## config.mk

```make
export PLATFORM = sky130hd
export DESIGN_NAME = utf8_stream_decoder_unit
export DESIGN_NICKNAME = d
export VERILOG_FILES = /design/src/hdl/utf8d_pkg.sv /design/src/hdl/utf8d_decode.sv /design/src/hdl/utf8_stream_decoder_unit.sv
export VERILOG_INCLUDE_DIRS = /design/src /design/src/hdl
export SDC_FILE = /design/constraint.sdc
export NUM_CORES = 1
export LEC_CHECK = 0
export BUFFER_PORTS_ARGS = -buffer_cell sky130_fd_sc_hd__clkbuf_2
export CAP_MARGIN = 40
export CELL_PAD_IN_SITES_DETAIL_PLACEMENT = 0
export CELL_PAD_IN_SITES_GLOBAL_PLACEMENT = 1
export CORE_MARGIN = 1.5
export CORE_UTILIZATION = 46
export DETAILED_ROUTE_END_ITERATION = 16
export PLACE_DENSITY = 0.88
export SYNTH_ARGS = -nofsm -noshare
export SYNTH_HDL_FRONTEND = slang
export SYNTH_HIERARCHICAL = 1
export SYNTH_SLANG_ARGS = --single-unit
```

## constraint.sdc

```tcl
create_clock -name clock -period 3.9 [get_ports clock]
set_input_delay 1.17 -clock clock [delete_from_list [all_inputs] [get_ports clock]]
set_output_delay 1.17 -clock clock [all_outputs]
set_load 0.05 [all_outputs]
```

## src/hdl/assert_macros.svh

```systemverilog
// assertion macros shared by the rtl
// each macro is empty when SYNTHESIS is defined
`ifndef ASSERT_MACROS_SVH
`define ASSERT_MACROS_SVH

`ifndef SYNTHESIS

// clocked property that is ignored while reset is high
`define UTF8D_ASSERT_RST(lbl, clk, rst, prop) \
lbl: assert property (@(posedge clk) disable iff (rst) prop) \
   else $error("utf8d assertion failed");

// clocked property that is checked through reset as well
`define UTF8D_ASSERT(lbl, clk, prop) \
lbl: assert property (@(posedge clk) prop) \
   else $error("utf8d assertion failed");

`else

`define UTF8D_ASSERT_RST(lbl, clk, rst, prop)
`define UTF8D_ASSERT(lbl, clk, prop)

`endif

`endif

```

## src/hdl/utf8d_pkg.sv

```systemverilog
`timescale 1ns / 1ps
// ----------------------------------------------------------------------------
// utf8d_pkg
// Shared types, constants and helper functions of the utf-8 stream decoder.
// ----------------------------------------------------------------------------
package utf8d_pkg;

   localparam logic [7:0]  LEAD2_LO     = 8'hC2;
   localparam logic [7:0]  LEAD2_HI     = 8'hDF;
   localparam logic [7:0]  LEAD3_LO     = 8'hE0;
   localparam logic [7:0]  LEAD3_HI     = 8'hEF;
   localparam logic [7:0]  LEAD3_SURR   = 8'hED;
   localparam logic [7:0]  LEAD4_LO     = 8'hF0;
   localparam logic [7:0]  LEAD4_HI     = 8'hF4;
   localparam logic [7:0]  CONT_A0      = 8'hA0;
   localparam logic [7:0]  CONT_90      = 8'h90;
   localparam logic [7:0]  CONT_8F      = 8'h8F;
   localparam logic [20:0] REPL_CP      = 21'h00FFFD;
   localparam logic [20:0] NBSP_CP      = 21'h0000A0;
   localparam logic [20:0] MAX_CP       = 21'h10FFFF;
   localparam logic [6:0]  CON_UNKNOWN  = 7'h3F;
   localparam logic [6:0]  CON_SPACE    = 7'h20;

   // what one accepted byte leaves for the result side:
   // rep_cnt replacements first, then the decoded code point if has_cp
   typedef struct packed {
      logic [2:0]  rep_cnt;
      logic        has_cp;
      logic [20:0] cp;
      logic [6:0]  con;
   } utf8d_job_type;

   // sequence length announced by a lead byte, zero when not a lead
   function automatic logic [2:0] seq_need(input logic [7:0] lead);
      logic [2:0] need;
      need = 3'd0;
      if (lead inside {[LEAD2_LO:LEAD2_HI]}) begin
         need = 3'd2;
      end else if (lead inside {[LEAD3_LO:LEAD3_HI]}) begin
         need = 3'd3;
      end else if (lead inside {[LEAD4_LO:LEAD4_HI]}) begin
         need = 3'd4;
      end
      return need;
   endfunction

   // 7-bit console form of a code point
   function automatic logic [6:0] console_form(input logic [20:0] cp);
      logic [6:0] con;
      con = CON_UNKNOWN;
      if (cp inside {21'h1B, 21'h0A, 21'h0D, 21'h08, 21'h09, [21'h20:21'h7E]}) begin
         con = cp[6:0];
      end else if (cp == NBSP_CP) begin
         con = CON_SPACE;
      end
      return con;
   endfunction

endpackage

```

## src/hdl/utf8d_decode.sv

```systemverilog
`timescale 1ns / 1ps
// ----------------------------------------------------------------------------
// utf8d_decode
// Next-state and result logic for one byte against the held sequence.
// ----------------------------------------------------------------------------
module utf8d_decode import utf8d_pkg::*; (
   input  logic [7:0]      data_byte,
   input  logic            end_of_text,
   input  logic [1:0]      held_cnt,
   input  logic [2:0][7:0] held_bytes,
   output logic [1:0]      held_cnt_next,
   output logic [2:0][7:0] held_bytes_next,
   output utf8d_job_type   job
);

   logic [7:0]  lead;
   logic [2:0]  need;
   logic [2:0]  pos;
   logic        restricted;
   logic        cont_good;
   logic        ok;
   logic        complete;
   logic [20:0] cp_seq;
   logic        fresh;

   assign lead = held_bytes[0];
   assign need = seq_need(lead);
   assign pos  = {1'b0, held_cnt};

   // limits on the second byte against overlong, surrogate and out of range
   assign restricted = (lead == LEAD3_LO   && data_byte <  CONT_A0) ||
                       (lead == LEAD3_SURR && data_byte >= CONT_A0) ||
                       (lead == LEAD4_LO   && data_byte <  CONT_90) ||
                       (lead == LEAD4_HI   && data_byte >  CONT_8F);

   assign cont_good = (data_byte[7:6] == 2'b10) && !(held_cnt == 2'd1 && restricted);
   assign complete  = (pos + 3'd1 == need);

   always_comb begin
      case (need)
         3'd2:    cp_seq = {10'd0, lead[4:0], data_byte[5:0]};
         3'd3:    cp_seq = {5'd0, lead[3:0], held_bytes[1][5:0], data_byte[5:0]};
         3'd4:    cp_seq = {lead[2:0], held_bytes[1][5:0], held_bytes[2][5:0],
                            data_byte[5:0]};
         default: cp_seq = '0;
      endcase
   end

   assign ok = (need > pos) && cont_good && !(complete && cp_seq > MAX_CP);

   always_comb begin
      held_cnt_next   = held_cnt;
      held_bytes_next = held_bytes;
      job.rep_cnt     = 3'd0;
      job.has_cp      = 1'b0;
      job.cp          = cp_seq;
      fresh           = (held_cnt == 2'd0);

      if (held_cnt != 2'd0) begin
         if (ok && complete) begin
            job.has_cp    = 1'b1;
            held_cnt_next = 2'd0;
         end else if (ok) begin
            held_bytes_next[held_cnt] = data_byte;
            held_cnt_next             = held_cnt + 2'd1;
            if (end_of_text) begin
               job.rep_cnt   = pos + 3'd1;
               held_cnt_next = 2'd0;
            end
         end else begin
            // flush what was held, then take this byte as a new start
            job.rep_cnt   = pos;
            held_cnt_next = 2'd0;
            fresh         = 1'b1;
         end
      end

      if (fresh) begin
         if (!data_byte[7]) begin
            job.has_cp = 1'b1;
            job.cp     = {13'd0, data_byte};
         end else if (seq_need(data_byte) != 3'd0) begin
            held_bytes_next[0] = data_byte;
            held_cnt_next      = 2'd1;
            if (end_of_text) begin
               job.rep_cnt   = job.rep_cnt + 3'd1;
               held_cnt_next = 2'd0;
            end
         end else begin
            job.rep_cnt = job.rep_cnt + 3'd1;
         end
      end

      job.con = console_form(job.cp);
   end

endmodule

```

## src/hdl/utf8_stream_decoder_unit.sv

```systemverilog
`timescale 1ns / 1ps
// ----------------------------------------------------------------------------
// utf8_stream_decoder_unit
// Strict utf-8 byte stream decoder with a console ascii form of each result.
// ----------------------------------------------------------------------------
// The req channel takes one byte per word with an end-of-text flag. The
// rsp channel gives code points, one per word: first any U+FFFD
// replacements the byte causes, then the decoded code point if one is
// finished. last_of_run marks the final word caused by a byte; a byte
// that only extends a held sequence gives no word at all.
// A byte is decoded in the cycle it is accepted and its words appear from
// the next cycle from the result register, one per cycle while rsp does
// not stall. A byte with k words (0 to 4) holds the result register until
// all k have left, so with no rsp stall the rate is one byte per cycle
// while each byte gives at most one word. req_stall rises only while the
// result register has words left that will not all leave this cycle; the
// next byte is taken in the same cycle as the last word of the previous one.
// A stall on rsp freezes the current word; decoding state is not touched.
// Reset clears the held count and the result register; held bytes are
// only read below the held count.
// ----------------------------------------------------------------------------
`include "assert_macros.svh"

module utf8_stream_decoder_unit import utf8d_pkg::*; (
   input  logic        clock,
   input  logic        reset,
   input  logic        req_valid,
   output logic        req_stall,
   input  logic [7:0]  req_data_byte,
   input  logic        req_end_of_text,
   output logic        rsp_valid,
   input  logic        rsp_stall,
   output logic [20:0] rsp_code_point,
   output logic        rsp_replaced,
   output logic [6:0]  rsp_console_char,
   output logic        rsp_last_of_run
);

   logic [1:0]      held_cnt_ff;
   logic [1:0]      held_cnt_in;
   logic [2:0][7:0] held_bytes_ff;
   logic [2:0][7:0] held_bytes_in;
   utf8d_job_type   dec_job;
   logic [2:0]      rep_ff;
   logic [2:0]      rep_in;
   logic            has_cp_ff;
   logic            has_cp_in;
   logic [20:0]     cp_ff;
   logic [20:0]     cp_in;
   logic [6:0]      con_ff;
   logic [6:0]      con_in;
   logic            req_accept;
   logic            rsp_fire;

   utf8d_decode u_decode (
      .data_byte       (req_data_byte),
      .end_of_text     (req_end_of_text),
      .held_cnt        (held_cnt_ff),
      .held_bytes      (held_bytes_ff),
      .held_cnt_next   (held_cnt_in),
      .held_bytes_next (held_bytes_in),
      .job             (dec_job)
   );

   assign rsp_valid        = (rep_ff != 3'd0) || has_cp_ff;
   assign rsp_replaced     = (rep_ff != 3'd0);
   assign rsp_code_point   = rsp_replaced ? REPL_CP : cp_ff;
   assign rsp_console_char = rsp_replaced ? CON_UNKNOWN : con_ff;
   assign rsp_last_of_run  = (rep_ff == 3'd0) || (rep_ff == 3'd1 && !has_cp_ff);
   assign rsp_fire         = rsp_valid && !rsp_stall;

   assign req_stall  = rsp_valid && !(rsp_fire && rsp_last_of_run);
   assign req_accept = req_valid && !req_stall;

   always_comb begin
      rep_in    = rep_ff;
      has_cp_in = has_cp_ff;
      cp_in     = cp_ff;
      con_in    = con_ff;
      if (req_accept) begin
         rep_in    = dec_job.rep_cnt;
         has_cp_in = dec_job.has_cp;
         cp_in     = dec_job.cp;
         con_in    = dec_job.con;
      end else if (rsp_fire) begin
         if (rep_ff != 3'd0) begin
            rep_in = rep_ff - 3'd1;
         end else begin
            has_cp_in = 1'b0;
         end
      end
   end

   always_ff @(posedge clock) begin
      if (reset) begin
         held_cnt_ff <= 2'd0;
         rep_ff      <= 3'd0;
         has_cp_ff   <= 1'b0;
      end else begin
         if (req_accept) begin
            held_cnt_ff <= held_cnt_in;
         end
         rep_ff    <= rep_in;
         has_cp_ff <= has_cp_in;
      end
   end

   always_ff @(posedge clock) begin
      if (req_accept) begin
         held_bytes_ff <= held_bytes_in;
      end
      cp_ff  <= cp_in;
      con_ff <= con_in;
   end

   // a held sequence always starts with a lead that still needs more bytes
   `UTF8D_ASSERT_RST(a_held_lead, clock, reset, held_cnt_ff != 2'd0 |-> seq_need(held_bytes_ff[0]) > {1'b0, held_cnt_ff})

   // end of text never leaves a partial sequence behind
   `UTF8D_ASSERT_RST(a_eot_flush, clock, reset, req_accept && req_end_of_text |=> held_cnt_ff == 2'd0)

   // a decoded code point is always the final word of its byte
   `UTF8D_ASSERT_RST(a_cp_last, clock, reset, rsp_valid && !rsp_replaced |-> rsp_last_of_run)

   // result register is empty right after reset
   `UTF8D_ASSERT(a_reset_empty, clock, $past(reset) |-> !rsp_valid && held_cnt_ff == 2'd0)

endmodule
```

==> impl_metrics.tcl, run 1 <==
set metrics [dict create \
    outcome "finished, final reports clean" \
    clkTransAtPathRegs_ps 110 \
    die_h_um 90.66 \
    finalSetupTns_ps 0 \
    startpoint_type "flip-flop" \
    cts_resized 0 \
    post-cts-setup-buffer-count 0 \
    hold_viol_final 0 \
    portBuffers 44 \
    grt_first_pass_wirelength_um 13340 \
    drtPass1Iterations 6 \
    antenna_left 0 \
    clock_tree.buffer_depth 2 \
    final_max_slew_viol_count 0 \
    rr_worst_depth 16 \
    fp.dieW_um 90.66 \
    grt_pass1_vias 2644 \
    tightest_slew_ps 796.5 \
    cp_slowest_stage_delay_ps 580 \
    ios 45 \
    globalplace.congestion 0.9258 \
    rsz0062_at_grt "no" \
    std_cell_rows 31 \
    viasPerCell 5.736 \
    crit_slowest_cell "or4_4" \
    antenna_found_initial 0 \
    min_period_ps 3613 \
    p_leak_nw 1.613 \
    clock_sinks 54 \
    required_ps 4100 \
    worstSkewPairLatency_ps 310 \
    cts-htree-levels 2 \
    start_util_pct 48.22 \
    drcViolationCount 0 \
    post-dp-hpwl_um 6028 \
    min_path_cells 2 \
    synth.cell_area_mm2 0.003535 \
    ir_worst_vdd_mv 0.2708 \
    endpoint_kind "flip-flop" \
    clock_skew_ps 12.72 \
    core-area_mm2 0.007331 \
    area_delta_synth_final_pct 13.59 \
    die_area_mm2 0.008219 \
    track_usage_pct 20.36 \
    wl_per_cell_um 16.21 \
    crit_chain "or4_4, o211ai_4, inv_1, ha_1, nor2b_1, a2bb2oi_1, o21ai_1, a211oi_2, and4_1, o2bb2ai_1, ha_1, inv_1, mux2i_1, a22o_1, o2111ai_1, o31ai_1" \
    fmax_mhz 276.8 \
    grt_remaining_overflow 0 \
    min_path_type "flip-flop to flip-flop" \
    cp.arrival_ps 3820 \
    nFillCells 652 \
    root_buffer "clkbuf_8" \
    cts_hold_buf 0 \
    grt_max_degree 37 \
    numCtsBuffers 5 \
    synth.net_count 372 \
    period_share_pct 92.65 \
    path_class "flip-flop to flip-flop" \
    drtIter0Drc 202 \
    syn_inst 349 \
    final_nets 420 \
    slew_headroom_pct 46.49 \
    diodes 0 \
    dr_total_vias 2851 \
    wl_um 8058 \
    power_density_mw_per_mm2 758.3 \
    ys_warn_count 6 \
    maxCapViolCount 0 \
    avgSynthCellArea_um2 10.13 \
    total_power_mw 3.045 \
    cts_tree "yes" \
    setup-violations-final 0 \
    cp_max_fo 5 \
    layout-drive-gt1-share_pct 25.88 \
]
[registers in the layout, indices dropped and copies added (netlist names)]
signal and count:
held_cnt_ff 2, rep_ff 3, held_bytes_ff 20, cp_ff 21, con_ff 7, has_cp_ff 1
[cell usage in the layout, fill, tap and decap left out, types with 3 or more instances in the layout]
master	n
and3_1	11
nand3_1	3
ha_1	10
a22o_1	3
o21ai_1	3
a22oi_1	3
nand2b_1	21
inv_1	22
dfxtp_1	6
a211oi_1	5
and4b_1	3
o31ai_1	4
clkbuf_8	5
edfxtp_1	48
o211ai_1	8
or2b_1	5
o21a_1	3
nand4_1	6
nand2_1	37
a21oi_1	11
nand3_2	3
buf_4	13
nor2_1	16
nor3_1	3
mux2_2	12
o21ai_0	8
mux2i_1	5
clkbuf_2	44
nor2b_1	7
and2_1	13
[routing by layer]
metal | GRT usage, % | wire, µm | share of wire [%]
met1 | 29.87 | 3834 | 48
met2 | 30.51 | 3516 | 44
met3 | 3.872 | 614 | 7.6
met4 | 5.820 | 93 | 1.2
met5 | 0 | 0 | 0
[power by group]
group	switching [mW]	internal, mW
clock	0.200	0.133
combinational	1.29	0.483
sequential	0.0919	0.844
[per-stage QoR]
| stage | utilization, % | cell area [µm²] | hold WS (ps) | std cells | setup WS (ps) |
|---|---|---|---|---|---|
| global placement | 53.13 | 3895 | 533.6 | 486 | 204.9 |
| floorplan | - | 3535 | 491.1 | 349 | 450.4 |
| CTS | 54.46 | 3993 | 550.5 | 494 | 250.5 |
| finish | 54.77 | 4015 | 551.9 | 497 | 286.7 |
| detailed placement | 53.13 | 3895 | 535.0 | 486 | 177.2 |
| global route | 54.77 | 4015 | 572.9 | 497 | 38.72 |
[area by class of cell]
type,instances,area [µm²],area share (%)
Sequential cell,54,1562,38.89
Tap cell,99,123.9,3.085
Multi-Input combinational cell,255,1808,45.03
Inverter,23,86.33,2.150
Timing Repair Buffer,58,337.8,8.414
Clock buffer,5,68.82,1.714
Clock inverter,3,28.78,0.7167
[critical path, delay by kind of cell, from the launching register on]
| kind | cells | cell delay, ps |
|---|---|---|
| AOI/OAI and AO/OA | 8 | 1310 |
| adders and majority gates | 2 | 530 |
| buffers and inverters | 2 | 120 |
| DFF | 1 | 470 |
| muxes | 1 | 60 |
| and+or+nand+nor | 3 | 980 |
[worst paths after layout]
| check | start | end | slack, ps |
|---|---|---|---|
| worst min-delay path | has_cp_ff | has_cp_ff | 550 |
| worst min register to register | has_cp_ff | has_cp_ff | 550 |
| worst max register to register | held_bytes_ff[3] | rep_ff[1] | 290 |
| worst max-delay path | held_bytes_ff[3] | rep_ff[1] | 290 |
(Power assumes the default switching activity.)
==> run 2: changes to the inputs <==
--- a/config.mk
+++ b/config.mk
@@ -11,9 +11,10 @@
 export CELL_PAD_IN_SITES_DETAIL_PLACEMENT = 0
 export CELL_PAD_IN_SITES_GLOBAL_PLACEMENT = 1
 export CORE_MARGIN = 1.5
-export CORE_UTILIZATION = 46
+export CORE_UTILIZATION = 42
 export DETAILED_ROUTE_END_ITERATION = 16
-export PLACE_DENSITY = 0.88
+export PLACE_DENSITY = 0.85
+export RECOVER_POWER = 100
 export SYNTH_ARGS = -nofsm -noshare
 export SYNTH_HDL_FRONTEND = slang
 export SYNTH_HIERARCHICAL = 1
==> constraint.sdc (replaced) <==
create_clock -name clock -period 3.07 [get_ports clock]
set_input_delay 0 -clock clock [delete_from_list [all_inputs] [get_ports clock]]
set_output_delay 0 -clock clock [all_outputs]
set_load 0.05 [all_outputs]
==> run 2 against run 1 <==
The flow now finishes with violations (negative setup slack). Critical path depth is 1 higher. Total power is 28% higher. Global-route usage down 1.8 points. Routed wire length is essentially flat. Largest cell class unchanged.
==> impl_metrics.tcl, run 2 (synthesis gave the netlist of run 1 again) <==
set metrics [dict create \
    outcome "finished with violations" \
    failed_checks "negative setup slack" \
    rsz0062_at_grt "yes" \
    total_power_mw 3.885 \
    antenna_found_initial 0 \
    std_cell_rows 33 \
    root_buffer "clkbuf_8" \
    endpoint_kind "flip-flop" \
    power.share.switching_pct 51.39 \
    portBuffers 44 \
    p_comb_share_pct 59.9 \
    path_class "flip-flop to flip-flop" \
    ir_worst_vdd_mv 0.2847 \
    cts-htree-levels 2 \
    clkTransAtPathRegs_ps 100 \
    mostFrequentLayoutCells "edfxtp_1, clkbuf_2, nand2_1" \
    numCtsBuffers 5 \
    wl_met1_um 3751 \
    wl_per_cell_um 15.56 \
    post-route-util_pct 51.36 \
    fmax_mhz 306.6 \
    layout-drive-gt1-share_pct 29.30 \
    min_period_ps 3261 \
    die_area_mm2 0.008975 \
    startpoint_type "flip-flop" \
    drtIter0Drc 165 \
    nFillCells 766 \
    fp.dieW_um 94.74 \
    track_usage_pct 18.53 \
    wl_met3_um 377 \
    grt_remaining_overflow 0 \
    dr_total_vias 2886 \
    worstSkewPairLatency_ps 310 \
    diodes 0 \
    dp_cells 504 \
    clock_sinks 54 \
    finalWorstSetupSlack_ps -191.3 \
    wl_um 8059 \
    reg.largest.list "cp_ff (21), held_bytes_ff (20), con_ff (7)" \
    slew_headroom_pct 60.46 \
    met2_length_um 3823 \
    largest_register_ffs 21 \
    hold_viol_final 0 \
    setup-violations-final 15 \
    p_leak_nw 1.687 \
    clock_tree.buffer_depth 2 \
    power_density_mw_per_mm2 925.3 \
    highest_layer "met4" \
    maxCapViolCount 0 \
    drcViolationCount 0 \
    finalSetupTns_ps -733.2 \
    final_common_cell "edfxtp_1" \
    antenna_left 0 \
    final_max_slew_viol_count 0 \
    required_ps 3270 \
    core-area_mm2 0.008175 \
    drtPass1Iterations 5 \
    p_clk_share_pct 10.1 \
    globalplace.congestion 0.8519 \
    start_util_pct 43.24 \
    layoutNonFillerInstCount 518 \
    tightest_slew_ps 595.7 \
    grt_max_degree 47 \
    grt_first_pass_wirelength_um 12840 \
    regMostFlops "cp_ff" \
    die_h_um 94.74 \
    final_nets 435 \
    min_path_type "input pin to flip-flop" \
    power_frac_seq_pct 30.0 \
    p_sw_mw 1.997 \
    internal-power_mw 1.889 \
    cp_max_fo 3 \
    viasPerCell 5.571 \
    cp.arrival_ps 3460 \
    grt_pass1_vias 2622 \
    ios 45 \
    area_delta_synth_final_pct 18.80 \
    cts_tree "yes" \
    period_share_pct 106.2 \
    clock_skew_ps 10.40 \
    post-dp-hpwl_um 5886 \
]
run 2: timing repair:
action	CTS	global route
hold buffers	1	0
setup endpoints to repair	16	18
gates cloned	0	0
endpoints found under the hold margin	2	0
buffers inserted	3	3
pin swaps	8	11
resized for setup	6	10
run 2: worst max-delay path, stage by stage, from the launching register on:
cell and delay, ps:
edfxtp_1 400, or4_4 560, o211ai_4 190, inv_2 70
ha_4 270, nor2b_4 130, a2bb2oi_2 150, o21ai_2 80
a211oi_2 190, buf_4 170, nand4_1 100, o31ai_2 80
ha_1 270, inv_1 70, mux2i_1 70, a22o_1 190
o2111ai_2 80, o31ai_1 90
run 2: per-layer routing:
layer / global-route usage, % / vias up
li1: - / 1415
met1: 25.49 / 1378
met2: 30.30 / 83
met3: 2.657 / 10
met4: 5.224 / 0
met5: 0 / -
run 2: final cells by class:
| type | count | area, µm² | area share (%) |
|---|---|---|---|
| flip-flops and latches | 54 | 1562 | 37.19 |
| clock inverters | 3 | 20.02 | 0.4768 |
| inverters | 23 | 86.33 | 2.056 |
| repair buffers | 73 | 449.2 | 10.70 |
| multi-input cells | 255 | 1882 | 44.82 |
| clock buffers | 5 | 68.82 | 1.639 |
| well taps | 105 | 131.4 | 3.129 |
run 2: final timing paths:
path | from | endpoint | slack, ps | depth (start not counted)
worst min-delay path | req_valid | rep_ff[1] | 110 | 4
worst max register to register | held_bytes_ff[1] | rep_ff[1] | -190 | 17
worst min register to register | has_cp_ff | has_cp_ff | 550 | 2
worst max-delay path | held_bytes_ff[1] | rep_ff[1] | -190 | 17
run 2: power groups by stage:
stage / clock network [mW] / registers [mW] / logic [mW]
2_1_floorplan: 0 / 1.16 / 1.77
3_3_place_gp: 0 / 1.18 / 2.26
3_5_place_dp: 0 / 1.18 / 2.28
4_1_cts: 0.405 / 1.17 / 2.32
5_1_grt: 0.429 / 1.19 / 2.50
6_report: 0.394 / 1.16 / 2.33
run 2: per-stage QoR:
stage                     cell area, µm²  hold WS [ps]  worst slack [ps]
after floorplan                     3535         69.07            -257.8
after global placement              3980         231.5            -97.56
after detailed placement            3980         225.9            -232.6
after CTS                           4131         104.7            -229.9
after global routing                4199         127.3            -366.4
final                               4199         110.1            -191.3
==> run 3: changes to the inputs <==
--- a/config.mk
+++ b/config.mk
@@ -11,9 +11,9 @@
 export CELL_PAD_IN_SITES_DETAIL_PLACEMENT = 0
 export CELL_PAD_IN_SITES_GLOBAL_PLACEMENT = 1
 export CORE_MARGIN = 1.5
-export CORE_UTILIZATION = 42
+export CORE_UTILIZATION = 50
 export DETAILED_ROUTE_END_ITERATION = 16
-export PLACE_DENSITY = 0.85
+export PLACE_DENSITY = 0.94
 export RECOVER_POWER = 100
 export SYNTH_ARGS = -nofsm -noshare
 export SYNTH_HDL_FRONTEND = slang
==> constraint.sdc (replaced) <==
create_clock -name clock -period 4.1 [get_ports clock]
set_input_delay 0 -clock clock [delete_from_list [all_inputs] [get_ports clock]]
set_output_delay 0 -clock clock [all_outputs]
set_load 0.05 [all_outputs]
==> run 3 against run 2 <==
The flow finishes with violations (max-capacitance violations, max-slew violations). Cell area down 7.9%. Global-route usage up 3.1 points. Critical path depth down 7. Utilization up 5.2 points. Worst setup slack better by 500 ps. Fmax down 14%. First-iteration DRC count up 42%. Critical endpoint is now held_bytes_ff[10].
==> impl_metrics.tcl, run 3 (synthesis gave the netlist of run 1 again) <==
set metrics [dict create \
    die_h_um 87.08 \
    p_clk_share_pct 12.9 \
    drtIter0Drc 234 \
    finalSetupTns_ps 0 \
    fmax_mhz 263.9 \
    maxCapViolCount 1 \
    crit_chain "or4_4, o211ai_4, inv_1, ha_1, nor2b_1, a2bb2oi_1, o21ai_1, nor3_1, nand3_1, mux2_2" \
    core-area_mm2 0.006832 \
    root_buffer "clkbuf_8" \
    finalWorstSetupSlack_ps 311.1 \
    worstSkewPairLatency_ps 310 \
    clock_skew_ps 9.933 \
    ir_worst_vdd_mv 0.1971 \
    reg.largest.list "cp_ff (21), held_bytes_ff (20), con_ff (7)" \
    wl_met1_um 3703 \
    p_sw_mw 1.489 \
    rsz0062_at_grt "no" \
    hold_viol_final 0 \
    globalplace.congestion 0.8808 \
    wl_per_cell_um 16.51 \
    failed_checks "max-capacitance violations, max-slew violations" \
    regToRegEndpoint "held_bytes_ff[10]" \
    met2_length_um 3565 \
    power.share.switching_pct 52.18 \
    period_share_pct 92.41 \
    dp_worst_setup_slack_ps 459.0 \
    dr_total_vias 2855 \
    antenna_found_initial 0 \
    drtPass1Iterations 5 \
    highest_layer "met4" \
    crit_slowest_cell "or4_4" \
    cts-htree-levels 2 \
    track_usage_pct 21.66 \
    drcViolationCount 0 \
    outcome "finished with violations" \
    final_max_slew_viol_count 34 \
    final_common_cell "edfxtp_1" \
    nFillCells 636 \
    cp.arrival_ps 3860 \
    antenna_left 0 \
    path_class "flip-flop to flip-flop" \
    cts_hold_buf 1 \
    std_cell_rows 30 \
    regMostFlops "cp_ff" \
    tightest_slew_ps 1749 \
    cts_resized 0 \
    r2r-start "held_bytes_ff[2]" \
    fp.dieW_um 87.08 \
    min_delay_worst_endpoint "held_bytes_ff[0]" \
    viasPerCell 5.874 \
    min_period_ps 3789 \
    wl_um 8023 \
    power_density_mw_per_mm2 738.0 \
    diodes 0 \
    clock_tree.buffer_depth 2 \
    dpl_cell_area_mm2 0.003846 \
    layout-drive-gt1-share_pct 13.33 \
    setup-violations-final 0 \
    total_power_mw 2.854 \
    clkTransAtPathRegs_ps 100 \
    required_ps 4170 \
    rr_worst_depth 10 \
    fin_area_mm2 0.003867 \
    internal-power_mw 1.365 \
    slew_headroom_pct -16.59 \
    crit_family "simple AND/OR/NAND/NOR gates" \
    layoutNonFillerInstCount 486 \
    post-cts-setup-buffer-count 0 \
    min-delay-start "req_data_byte[0]" \
    cp.buffers_inverters 1 \
    dp_cells 477 \
    die_area_mm2 0.007583 \
    clock_sinks 54 \
    endpoint_kind "flip-flop" \
    min_path_type "input pin to flip-flop" \
    grt_remaining_overflow 0 \
    mostFrequentLayoutCells "edfxtp_1, nand2_1, clkbuf_1" \
    cp_slowest_stage_delay_ps 560 \
    grt_pass1_vias 2471 \
    p_comb_share_pct 55.2 \
    largest_register_ffs 21 \
    power_frac_seq_pct 31.9 \
    start_util_pct 51.74 \
    cts_tree "yes" \
    portBuffers 44 \
    cp_max_fo 10 \
    final_nets 412 \
    numCtsBuffers 5 \
    grt_first_pass_wirelength_um 12610 \
    min_path_cells 3 \
    area_delta_synth_final_pct 9.416 \
    wl_met3_um 674 \
    startpoint_type "flip-flop" \
    p_leak_nw 1.458 \
    grt_max_degree 34 \
    ios 45 \
    reg2reg_slack_ps 310 \
    post-dp-hpwl_um 5704 \
]
run 3: worst max path at each step:
stage | slack, ps | depth (start not counted) | end | startpoint
detailed placement | 460 | 16 | rep_ff[1] | held_bytes_ff[3]
floorplan | 770 | 16 | rep_ff[1] | held_bytes_ff[3]
CTS | 440 | 16 | rep_ff[1] | held_bytes_ff[3]
global placement | 620 | 16 | rep_ff[1] | held_bytes_ff[2]
global route | 100 | 10 | held_bytes_ff[10] | held_bytes_ff[2]
finish | 310 | 10 | held_bytes_ff[10] | held_bytes_ff[2]
run 3: stage by stage:
stage               utilization [%]  hold WS [ps]
floorplan                         -         69.07
CTS                           58.15         89.62
finish                        56.61         102.8
global placement              56.01         221.7
detailed placement            56.30         227.1
global route                  56.61         123.9
run 3: metal layers:
| layer | track usage [%] | up-vias |
|---|---|---|
| met4 | 5.132 | 0 |
| met5 | 0 | - |
| met1 | 32.38 | 1340 |
| li1 | - | 1361 |
| met3 | 3.981 | 8 |
| met2 | 32.56 | 146 |
run 3: cell type report:
| type | count | area (µm²) | share of cell area [%] |
|---|---|---|---|
| multi-input cells | 255 | 1767 | 45.68 |
| inverters | 23 | 86.33 | 2.232 |
| well taps | 96 | 120.1 | 3.106 |
| clock inverters | 3 | 47.55 | 1.229 |
| repair buffers | 50 | 216.5 | 5.597 |
| clock buffers | 5 | 68.82 | 1.779 |
| flip-flops and latches | 54 | 1562 | 40.38 |
run 3: tightest hold or removal path, delay by kind of cell:
family | cells | cell delay (ps)
buffers and inverters | 1 | 180
and+or+nand+nor | 2 | 130
run 3: power by group through the flow:
stage / combinational, mW / sequential [mW] / clock, mW
global route: 1.68 / 0.931 / 0.402
finish: 1.57 / 0.911 / 0.369
global placement: 1.60 / 0.914 / 0
floorplan: 1.32 / 0.871 / 0
CTS: 1.65 / 0.903 / 0.378
detailed placement: 1.64 / 0.917 / 0
